**src/lgc_pkg.sv**
```systemverilog
package lgc_pkg;

    // Store geometry.
    localparam int ENTRIES = 64;
    localparam int IDX_W   = (ENTRIES > 1) ? $clog2(ENTRIES) : 1;
    localparam int FILL_W  = $clog2(ENTRIES + 1);

    // Field widths fixed by the word formats.
    localparam int CODE_W = 16;
    localparam int CNT_W  = 16;
    localparam int SLOT_W = 6;

    // Use count saturates here; the least-count search starts above every count.
    localparam logic [CNT_W-1:0] COUNT_SATURATE  = 16'hfffe;
    localparam logic [CNT_W-1:0] COUNT_START_MIN = 16'hffff;

    // One stored entry.
    typedef struct packed {
        logic [CODE_W-1:0] code;
        logic [CNT_W-1:0]  count;
    } t_entry;

    localparam int ENTRY_W = $bits(t_entry);

    // Result word.
    typedef struct packed {
        logic              hit;
        logic [SLOT_W-1:0] slot;
        logic              evicted;
        logic [CODE_W-1:0] evicted_code;
    } t_rsp;

    // What the scan unit has found so far.
    typedef struct packed {
        logic              found;
        logic [IDX_W-1:0]  hit_idx;
        logic [CNT_W-1:0]  hit_cnt;
        logic [IDX_W-1:0]  min_idx;
        logic [CODE_W-1:0] min_code;
    } t_scan_res;

    // Control from the sequencer to the scan unit.
    typedef struct packed {
        logic             clear;
        logic             vld;
        logic [IDX_W-1:0] idx;
    } t_scan_ctl;

endpackage

```
**src/lgc_if.sv**
```systemverilog
// Request channel: one character code per word.
interface lgc_req_if;
    logic                       valid;
    logic                       ready;
    logic [lgc_pkg::CODE_W-1:0] char_code;

    modport source (output valid, output char_code, input ready);
    modport sink   (input valid, input char_code, output ready);
endinterface

// Response channel: one lookup result per word.
interface lgc_rsp_if;
    logic                       valid;
    logic                       ready;
    logic                       hit;
    logic [lgc_pkg::SLOT_W-1:0] slot;
    logic                       evicted;
    logic [lgc_pkg::CODE_W-1:0] evicted_code;

    modport source (output valid, output hit, output slot, output evicted,
                    output evicted_code, input ready);
    modport sink   (input valid, input hit, input slot, input evicted,
                    input evicted_code, output ready);
endinterface

```
**src/lgc_ram.sv**
```systemverilog
// Simple dual-port RAM, one write and one registered read per cycle.
module lgc_ram #(
    parameter int DEPTH = 64,
    parameter int WIDTH = 32,
    parameter int AW    = (DEPTH > 1) ? $clog2(DEPTH) : 1
) (
    input  logic             i_clk,
    input  logic             i_we,
    input  logic [AW-1:0]    i_waddr,
    input  logic [WIDTH-1:0] i_wdata,
    input  logic             i_re,
    input  logic [AW-1:0]    i_raddr,
    output logic [WIDTH-1:0] o_rdata
);

    logic [WIDTH-1:0] r_mem [DEPTH];
    logic [WIDTH-1:0] r_rdata;

    // Write port.
    always_ff @(posedge i_clk) begin
        if (i_we) begin
            r_mem[i_waddr] <= i_wdata;
        end
    end

    // Read port; the read data is registered.
    always_ff @(posedge i_clk) begin
        if (i_re) begin
            r_rdata <= r_mem[i_raddr];
        end
    end

    assign o_rdata = r_rdata;

endmodule

```
**src/lgc_scan.sv**
```systemverilog
// Scan unit: looks at one entry per cycle as it comes out of the RAM and
// keeps the first code match and the first entry with the smallest count.
module lgc_scan (
    input  logic                       i_clk,
    input  logic                       i_rst_n,
    input  lgc_pkg::t_scan_ctl         i_ctl,
    input  logic [lgc_pkg::CODE_W-1:0] i_code,
    input  lgc_pkg::t_entry            i_entry,
    output lgc_pkg::t_scan_res         o_res
);

    logic                       r_found;
    logic [lgc_pkg::IDX_W-1:0]  r_hit_idx;
    logic [lgc_pkg::CNT_W-1:0]  r_hit_cnt;
    logic [lgc_pkg::CNT_W-1:0]  r_min_cnt;
    logic [lgc_pkg::IDX_W-1:0]  r_min_idx;
    logic [lgc_pkg::CODE_W-1:0] r_min_code;

    logic match;
    logic less;

    assign match = i_ctl.vld && !r_found && (i_entry.code == i_code);
    assign less  = i_ctl.vld && (i_entry.count < r_min_cnt);

    // Match tracking; only the lowest matching slot counts.
    always_ff @(posedge i_clk) begin
        if (!i_rst_n) begin
            r_found <= 1'b0;
        end else if (i_ctl.clear) begin
            r_found <= 1'b0;
        end else if (match) begin
            r_found <= 1'b1;
        end
    end

    always_ff @(posedge i_clk) begin
        if (match) begin
            r_hit_idx <= i_ctl.idx;
            r_hit_cnt <= i_entry.count;
        end
    end

    // Least-count tracking; a strict compare keeps the lowest slot on ties.
    always_ff @(posedge i_clk) begin
        if (i_ctl.clear) begin
            r_min_cnt  <= lgc_pkg::COUNT_START_MIN;
            r_min_idx  <= '0;
            r_min_code <= '0;
        end else if (less) begin
            r_min_cnt  <= i_entry.count;
            r_min_idx  <= i_ctl.idx;
            r_min_code <= i_entry.code;
        end
    end

    assign o_res.found    = r_found;
    assign o_res.hit_idx  = r_hit_idx;
    assign o_res.hit_cnt  = r_hit_cnt;
    assign o_res.min_idx  = r_min_idx;
    assign o_res.min_code = r_min_code;

endmodule

```
**src/lfu_glyph_cache_tags_core.sv**
```systemverilog
// Channel   Dir  Modport  Word
// i_req     in   sink     char_code
// o_rsp     out  source   hit, slot, evicted, evicted_code
//
// A request passes through these steps: accept, one RAM read per filled
// entry, the registered read, the last compare settling in the scan registers,
// and the write-back.
// The pass ends early on a match. The single RAM read port makes the reads serial.
// Reset clears the fill count but not the store; entries at or above the fill count are never read.
// A finished result waits in the output register while the next request is taken;
// write-back stalls only if that register is still full.
module lfu_glyph_cache_tags_core (
    input  logic       i_clk,
    input  logic       i_rst_n,
    lgc_req_if.sink    i_req,
    lgc_rsp_if.source  o_rsp
);

    typedef enum logic [2:0] {
        S_IDLE  = 3'b001,
        S_SCAN  = 3'b010,
        S_WRITE = 3'b100
    } t_state;

    t_state r_state, n_state;

    logic [lgc_pkg::FILL_W-1:0] r_fill;
    logic [lgc_pkg::FILL_W-1:0] r_rd_idx;
    logic                       r_rd_vld;
    logic [lgc_pkg::IDX_W-1:0]  r_chk_idx;
    logic [lgc_pkg::CODE_W-1:0] r_code;
    logic                       r_out_vld;
    lgc_pkg::t_rsp              r_out;

    logic                       accept;
    logic                       issue;
    logic                       scan_done;
    logic                       full;
    logic                       wr_go;
    logic [lgc_pkg::IDX_W-1:0]  w_idx;
    lgc_pkg::t_entry            w_entry;
    lgc_pkg::t_entry            rd_entry;
    logic [lgc_pkg::ENTRY_W-1:0] rd_data;
    lgc_pkg::t_scan_ctl         scan_ctl;
    lgc_pkg::t_scan_res         scan_res;
    lgc_pkg::t_rsp              n_out;

    assign accept    = i_req.valid && i_req.ready;
    assign full      = (r_fill == lgc_pkg::FILL_W'(lgc_pkg::ENTRIES));
    assign issue     = (r_state == S_SCAN) && (r_rd_idx < r_fill) && !scan_res.found;
    assign scan_done = (r_state == S_SCAN) && !issue && !r_rd_vld;
    assign wr_go     = (r_state == S_WRITE) && (!r_out_vld || o_rsp.ready);

    // Sequencer.
    always_comb begin
        n_state = r_state;
        unique case (r_state)
            S_IDLE:  if (accept)    n_state = S_SCAN;
            S_SCAN:  if (scan_done) n_state = S_WRITE;
            S_WRITE: if (wr_go)     n_state = S_IDLE;
            default:                n_state = S_IDLE;
        endcase
    end

    always_ff @(posedge i_clk) begin
        if (!i_rst_n) begin
            r_state <= S_IDLE;
        end else begin
            r_state <= n_state;
        end
    end

    assign i_req.ready = (r_state == S_IDLE);

    // Request code and read address counter.
    always_ff @(posedge i_clk) begin
        if (accept) begin
            r_code <= i_req.char_code;
        end
    end

    always_ff @(posedge i_clk) begin
        if (!i_rst_n) begin
            r_rd_idx <= '0;
            r_rd_vld <= 1'b0;
        end else begin
            r_rd_vld <= issue;
            if (accept) begin
                r_rd_idx <= '0;
            end else if (issue) begin
                r_rd_idx <= r_rd_idx + 1'b1;
            end
        end
    end

    always_ff @(posedge i_clk) begin
        if (issue) begin
            r_chk_idx <= r_rd_idx[lgc_pkg::IDX_W-1:0];
        end
    end

    // Tag and count store.
    lgc_ram #(
        .DEPTH (lgc_pkg::ENTRIES),
        .WIDTH (lgc_pkg::ENTRY_W),
        .AW    (lgc_pkg::IDX_W)
    ) u_ram (
        .i_clk   (i_clk),
        .i_we    (wr_go),
        .i_waddr (w_idx),
        .i_wdata (w_entry),
        .i_re    (issue),
        .i_raddr (r_rd_idx[lgc_pkg::IDX_W-1:0]),
        .o_rdata (rd_data)
    );

    assign rd_entry = rd_data;

    // Scan unit fed by the returning read data.
    assign scan_ctl.clear = accept;
    assign scan_ctl.vld   = r_rd_vld;
    assign scan_ctl.idx   = r_chk_idx;

    lgc_scan u_scan (
        .i_clk   (i_clk),
        .i_rst_n (i_rst_n),
        .i_ctl   (scan_ctl),
        .i_code  (r_code),
        .i_entry (rd_entry),
        .o_res   (scan_res)
    );

    // Write-back: bump on a hit, otherwise fill the next slot or the victim.
    always_comb begin
        w_entry.code = r_code;
        if (scan_res.found) begin
            w_idx = scan_res.hit_idx;
            w_entry.count = (scan_res.hit_cnt < lgc_pkg::COUNT_SATURATE)
                          ? scan_res.hit_cnt + 1'b1 : scan_res.hit_cnt;
        end else if (!full) begin
            w_idx = r_fill[lgc_pkg::IDX_W-1:0];
            w_entry.count = '0;
        end else begin
            w_idx = scan_res.min_idx;
            w_entry.count = '0;
        end
    end

    always_comb begin
        n_out.hit          = scan_res.found;
        n_out.slot         = lgc_pkg::SLOT_W'(w_idx);
        n_out.evicted      = !scan_res.found && full;
        n_out.evicted_code = n_out.evicted ? scan_res.min_code : '0;
    end

    // Fill count grows on a miss into a free slot.
    always_ff @(posedge i_clk) begin
        if (!i_rst_n) begin
            r_fill <= '0;
        end else if (wr_go && !scan_res.found && !full) begin
            r_fill <= r_fill + 1'b1;
        end
    end

    // Output register.
    always_ff @(posedge i_clk) begin
        if (!i_rst_n) begin
            r_out_vld <= 1'b0;
        end else if (wr_go) begin
            r_out_vld <= 1'b1;
        end else if (o_rsp.ready) begin
            r_out_vld <= 1'b0;
        end
    end

    always_ff @(posedge i_clk) begin
        if (wr_go) begin
            r_out <= n_out;
        end
    end

    assign o_rsp.valid        = r_out_vld;
    assign o_rsp.hit          = r_out.hit;
    assign o_rsp.slot         = r_out.slot;
    assign o_rsp.evicted      = r_out.evicted;
    assign o_rsp.evicted_code = r_out.evicted_code;

    // The fill count never passes the store depth.
    a_fill_bound: assert property (@(posedge i_clk) disable iff (!i_rst_n)
        r_fill <= lgc_pkg::FILL_W'(lgc_pkg::ENTRIES))
        else $error("fill count beyond store depth");

    // An accepted word always starts a scan.
    a_accept_scan: assert property (@(posedge i_clk) disable iff (!i_rst_n)
        accept |=> (r_state == S_SCAN))
        else $error("accepted word did not start a scan");

    // A new result is loaded only by a write-back.
    a_out_from_write: assert property (@(posedge i_clk) disable iff (!i_rst_n)
        $rose(r_out_vld) |-> $past(r_state == S_WRITE))
        else $error("result appeared without write-back");

    // No RAM read is outstanding when the write-back happens.
    a_no_read_at_write: assert property (@(posedge i_clk) disable iff (!i_rst_n)
        wr_go |-> (!r_rd_vld && !issue))
        else $error("read overlaps write-back");

    // Eviction only happens on a miss into a full store.
    a_evict_full: assert property (@(posedge i_clk) disable iff (!i_rst_n)
        (wr_go && n_out.evicted) |-> (full && !scan_res.found))
        else $error("eviction without a full store");

endmodule
```
**src/flat_wrapper.sv**
```systemverilog
// flat-port wrapper written by rule: the top's interface ports become plain ports
module lfu_glyph_cache_tags_core_flat 
  (i_clk, i_rst_n, i_req_valid, i_req_char_code, i_req_ready, o_rsp_valid, o_rsp_hit, o_rsp_slot, o_rsp_evicted, o_rsp_evicted_code, o_rsp_ready);
  lgc_req_if i_req_i ();
  lgc_rsp_if o_rsp_i ();
  input  logic i_clk;
  input  logic i_rst_n;
  input wire logic [$bits(i_req_i.valid)-1:0] i_req_valid;
  input wire logic [$bits(i_req_i.char_code)-1:0] i_req_char_code;
  output wire logic [$bits(i_req_i.ready)-1:0] i_req_ready;
  output wire logic [$bits(o_rsp_i.valid)-1:0] o_rsp_valid;
  output wire logic [$bits(o_rsp_i.hit)-1:0] o_rsp_hit;
  output wire logic [$bits(o_rsp_i.slot)-1:0] o_rsp_slot;
  output wire logic [$bits(o_rsp_i.evicted)-1:0] o_rsp_evicted;
  output wire logic [$bits(o_rsp_i.evicted_code)-1:0] o_rsp_evicted_code;
  input wire logic [$bits(o_rsp_i.ready)-1:0] o_rsp_ready;
  assign i_req_i.valid = i_req_valid;
  assign i_req_i.char_code = i_req_char_code;
  assign i_req_ready = i_req_i.ready;
  assign o_rsp_valid = o_rsp_i.valid;
  assign o_rsp_hit = o_rsp_i.hit;
  assign o_rsp_slot = o_rsp_i.slot;
  assign o_rsp_evicted = o_rsp_i.evicted;
  assign o_rsp_evicted_code = o_rsp_i.evicted_code;
  assign o_rsp_i.ready = o_rsp_ready;
  lfu_glyph_cache_tags_core u_core (.i_clk(i_clk), .i_rst_n(i_rst_n), .i_req(i_req_i), .o_rsp(o_rsp_i));
endmodule
```
**config.mk**
```make
export PLATFORM = sky130hd
export DESIGN_NAME = lfu_glyph_cache_tags_core_flat
export DESIGN_NICKNAME = d
export VERILOG_FILES = /design/src/lgc_pkg.sv /design/src/lgc_if.sv /design/src/lgc_ram.sv /design/src/lgc_scan.sv /design/src/lfu_glyph_cache_tags_core.sv /design/src/flat_wrapper.sv
export SDC_FILE = /design/constraint.sdc
export NUM_CORES = 2
export LEC_CHECK = 0
export BUFFER_PORTS_ARGS = -buffer_cell sky130_fd_sc_hd__buf_2
export CORE_ASPECT_RATIO = 0.9
export CORE_MARGIN = 2
export CORE_UTILIZATION = 50
export DETAILED_ROUTE_END_ITERATION = 16
export GPL_TIMING_DRIVEN = 0
export PLACE_DENSITY_LB_ADDON = 0.15
export SKIP_LAST_GASP = 1
export SYNTH_ARGS = -nofsm -noshare
export SYNTH_HDL_FRONTEND = slang
export SYNTH_HIERARCHICAL = 1
export SYNTH_SLANG_ARGS = --single-unit
```
**constraint.sdc**
```tcl
create_clock -name i_clk -period 7.4 [get_ports i_clk]
set_input_delay 0 -clock i_clk [delete_from_list [all_inputs] [get_ports i_clk]]
set_output_delay 0 -clock i_clk [all_outputs]
set_load 0.005 [all_outputs]
```
==> impl_metrics.toml <==
[outcome]
result_of_the_run = "finished, violations left"
violations = "max-capacitance violations, max-slew violations"

[yosys]
synth-async-reset-ratio_pct = 0
synth.top_cells.by_count = "sky130_fd_sc_hd__edfxtp_1, sky130_fd_sc_hd__mux4_2, sky130_fd_sc_hd__nor2_1"
gate_count_after_technology_mapping = 3863
synth.lib_cells_used.distinct = 64
share_of_synthesized_area_occupied_by_flip_flops_and_latches_pct = 77.45
synth_fp_nets = 3908
syn_area_mm2 = 0.08478
synth_warnings = 6
synth-seq-cells = 2206
synth_area_per_cell_um2 = 21.95
postSynth.topFlopCell = "sky130_fd_sc_hd__edfxtp_1"
synth_area_leaders = "sky130_fd_sc_hd__edfxtp_1, sky130_fd_sc_hd__mux4_2, sky130_fd_sc_hd__mux2i_1, sky130_fd_sc_hd__dfxtp_1, sky130_fd_sc_hd__nor2_1"
post-synth-top-area-cell = "sky130_fd_sc_hd__edfxtp_1"
synth_enable_flop_cells = 2148
netlist.area_leader.share_pct = 76.08
synthMostInstantiatedCell = "sky130_fd_sc_hd__edfxtp_1"

[pwr]
fin_total_pwr_mw = 24.18
seqPwrFrac_pct = 56.6
share_comb_of_total_power_pct = 1.2
ir_drop_uv = 194.5
p_leak_nw = 27.65
power.internal_mw = 19.30
power_frac_clock_pct = 42.2
power.density_cell_area_mw_per_mm2 = 245.8
p_sw_share_pct = 20.18
power.net_switching_mw = 4.881

[worst_setup_path]
critPathLaunchType = "flip-flop"
cp.buffers_inverters = 6
worst_ep_required_time_ns = 7.95
path_cells = "inv_1 -> ha_1 -> nor4b_1 -> and3_1 -> buf_2 -> buf_2 -> a21oi_1 -> o21ai_1 -> clkbuf_1 -> nand4_1 -> nor2_4 -> buf_16 -> buf_16"
cp_max_fo = 15
critPathMaxStageDelay_ns = 1.07
reg2reg_slack_ns = 2.22
cp_top_family = "simple AND/OR/NAND/NOR gates"
worstSetupEndpointType = "flip-flop"
worst-endpoint-arrival_ns = 5.73
critical-path-slowest-cell = "sky130_fd_sc_hd__nor2_4"
critical_setup_path_class = "reg2reg"

[sta]
timing.slew.headroom_pct = -3.739
fin_hold_ws_ns = 0.05954
max_clock_freq_mhz = 193.1
maxSlewViolCount = 11
layout_min_cycle_time_ns = 5.179
rsz0062_at_grt = "no"
timing_worst_slew_pin_value_ns = 1.556
final-setup-viol-count = 0
layout_worst_path_cycle_share_pct = 69.99
clock_skew_ns = 0.04044
finalHoldViolations = 0
post-route-worst-setup-slack_ns = 2.221

[cts]
tritoncts_clock_tree = "yes"
cts_buffers = 212
post_cts.resized_instances = 0
clock_insertion_delay_worst_skew_ns = 0.86
post_cts_hold_buffer_count = 36
clkSinkCount = 2206
clock-root-buffer = "sky130_fd_sc_hd__clkbuf_16"
ctsHtreeMaxLevel = 4
cts_buffer_depth = 3
clkTransAtPathRegs_ns = 0.06
cts.repair_timing.setup_buffer_count = 0

[min_path]
hp-class = "in2reg"

[finish]
multiInputGateArea_mm2 = 0.01861
nets = 4357
num-fill-cells = 12131
ff_latch_area_mm2 = 0.06566
layout-area-overhead-vs-synth_pct = 16.07
final_layout_size_suffix_gt1_share_pct = 27.22

[die]
core_region_area_mm2 = 0.1685
die_width_um = 438.0
ioPinCount = 46
design.die.area_mm2 = 0.1729
initial_utilization_pct = 50.30
die_h_um = 394.6
std_cell_rows = 143

[global_route]
grt_usage_pct = 30.19
first_global_vias = 42421
antenna_found_initial = 10
global_route.overflow_total = 0
largest_net_degree_at_the_start_of_global_routing = 54
grt_pass1_wl_um = 352500

[route]
drt_first_iter_violations = 7400
drt-wirelength-per-cell_um = 38.64
detail_route.first_pass.iterations = 5
drc = 0
via_count = 44567
via_per_inst = 6.625
final_antenna_net_count = 0
totalWireLength_um = 259900

[job]
max_cap_viols = 1

[place]
port_buffers = 45
place.gp.congestion = 0.8654
preCtsSetupSlack_ns = 2.410
detailed_place_hpwl_um = 170000
==> routing by layer <==
metal | global-route usage [%] | up-vias | part of all wire [%]
li1 | - | 17118 | -
met5 | 0 | - | 0.015
met2 | 45.64 | 3094 | 46
met1 | 43.12 | 23830 | 38
met3 | 7.227 | 519 | 12
met4 | 11.24 | 6 | 4.3
==> worst paths after layout <==
path                             from                         end  cells past startpoint
setup / recovery     u_core/r_fill[0]   u_core/u_ram/r_mem[7][11]                     13
hold / removal            o_rsp_ready          u_core/o_rsp.valid                      5
setup reg to reg     u_core/r_fill[0]   u_core/u_ram/r_mem[7][11]                     13
hold reg to reg   u_core/r_chk_idx[3]  u_core/u_scan/r_hit_idx[3]                      0
==> state kept, by name, summed over array words and instances (netlist names) <==
name	flops
u_core/r_rd_idx	7
u_core/o_rsp.evicted	1
u_core/u_scan/r_min_code	16
u_core/r_rd_vld	1
u_core/u_scan/r_hit_idx	6
u_core/o_rsp.valid	1
u_core/u_scan/r_min_cnt	16
u_core/o_rsp.evicted_code	16
u_core/u_ram/o_rdata	32
u_core/r_state	3
u_core/o_rsp.slot	6
u_core/u_scan/r_found	1
u_core/r_code	16
u_core/u_scan/r_min_idx	6
u_core/u_ram/r_mem	2048
u_core/o_rsp.hit	1
u_core/r_chk_idx	6
u_core/r_fill	7
u_core/u_scan/r_hit_cnt	16
==> worst min-delay path, cell delays in order <==
cell and delay (ns):
sky130_fd_sc_hd__dlygate4sd3_1 0.52, sky130_fd_sc_hd__buf_2 0.09, sky130_fd_sc_hd__nor2b_1 0.11, sky130_fd_sc_hd__inv_1 0.07, sky130_fd_sc_hd__a21boi_0 0.06
==> cells by family (layout without fill, tap and decap cells) <==
family                     Yosys count  after routing  synth area share, %
and+or+nand+nor                    430            430                2.425
DFF                               2206           2206                77.45
adders and majority gates           25             25               0.3690
AOI/OAI and AO/OA                  253            253                2.029
buffers and inverters              235            851                1.318
muxes                              678            678                16.03
other                                0              1                    0
xor gates and xnor gates            36             36               0.3719
==> power groups by stage <==
stage                     clock, mW  combinational [mW]  sequential [mW]
after floorplan                   0              0.0481             14.0
after global placement            0              0.0831             14.1
after detailed placement          0               0.282             14.0
after CTS                      10.3               0.296             13.7
after global routing           10.8               0.317             13.7
final                          10.2               0.300             13.7
==> placed cells by master, fill, tap and decap left out, types with 40 or more instances in the layout <==
master,count
sky130_fd_sc_hd__edfxtp_1,2148
sky130_fd_sc_hd__mux4_2,544
sky130_fd_sc_hd__clkbuf_16,213
sky130_fd_sc_hd__clkbuf_1,156
sky130_fd_sc_hd__mux2i_1,134
sky130_fd_sc_hd__nor2_1,120
sky130_fd_sc_hd__buf_2,104
sky130_fd_sc_hd__buf_12,99
sky130_fd_sc_hd__nand2_1,89
sky130_fd_sc_hd__o22ai_1,84
sky130_fd_sc_hd__a21oi_1,77
sky130_fd_sc_hd__nor2_4,75
sky130_fd_sc_hd__dfxtp_1,58
sky130_fd_sc_hd__clkinv_2,40
==> per-stage QoR <==
stage | utilization, % | cells | area [um^2] | TNS (ns)
2_1_floorplan | - | 3863 | 84780 | 0
3_3_place_gp | 52.10 | 6155 | 87810 | -863.30
3_5_place_dp | 54.37 | 6309 | 91640 | 0
4_1_cts | 58.38 | 6726 | 98400 | 0
5_1_grt | 58.38 | 6726 | 98400 | 0
6_report | 58.38 | 6727 | 98400 | 0
==> area by class of cell <==
type                    instances  area share, %
flip-flops and latches       2206          66.73
multi-input cells            1422          18.91
clock buffers                 280          5.672
repair buffers                235          3.862
well taps                    2247          2.857
plain buffers                 205          1.022
clock inverters               101         0.8290
inverters                      30         0.1144
diodes                          1       0.002543
No activity file was read; power rests on OpenSTA's default activity.
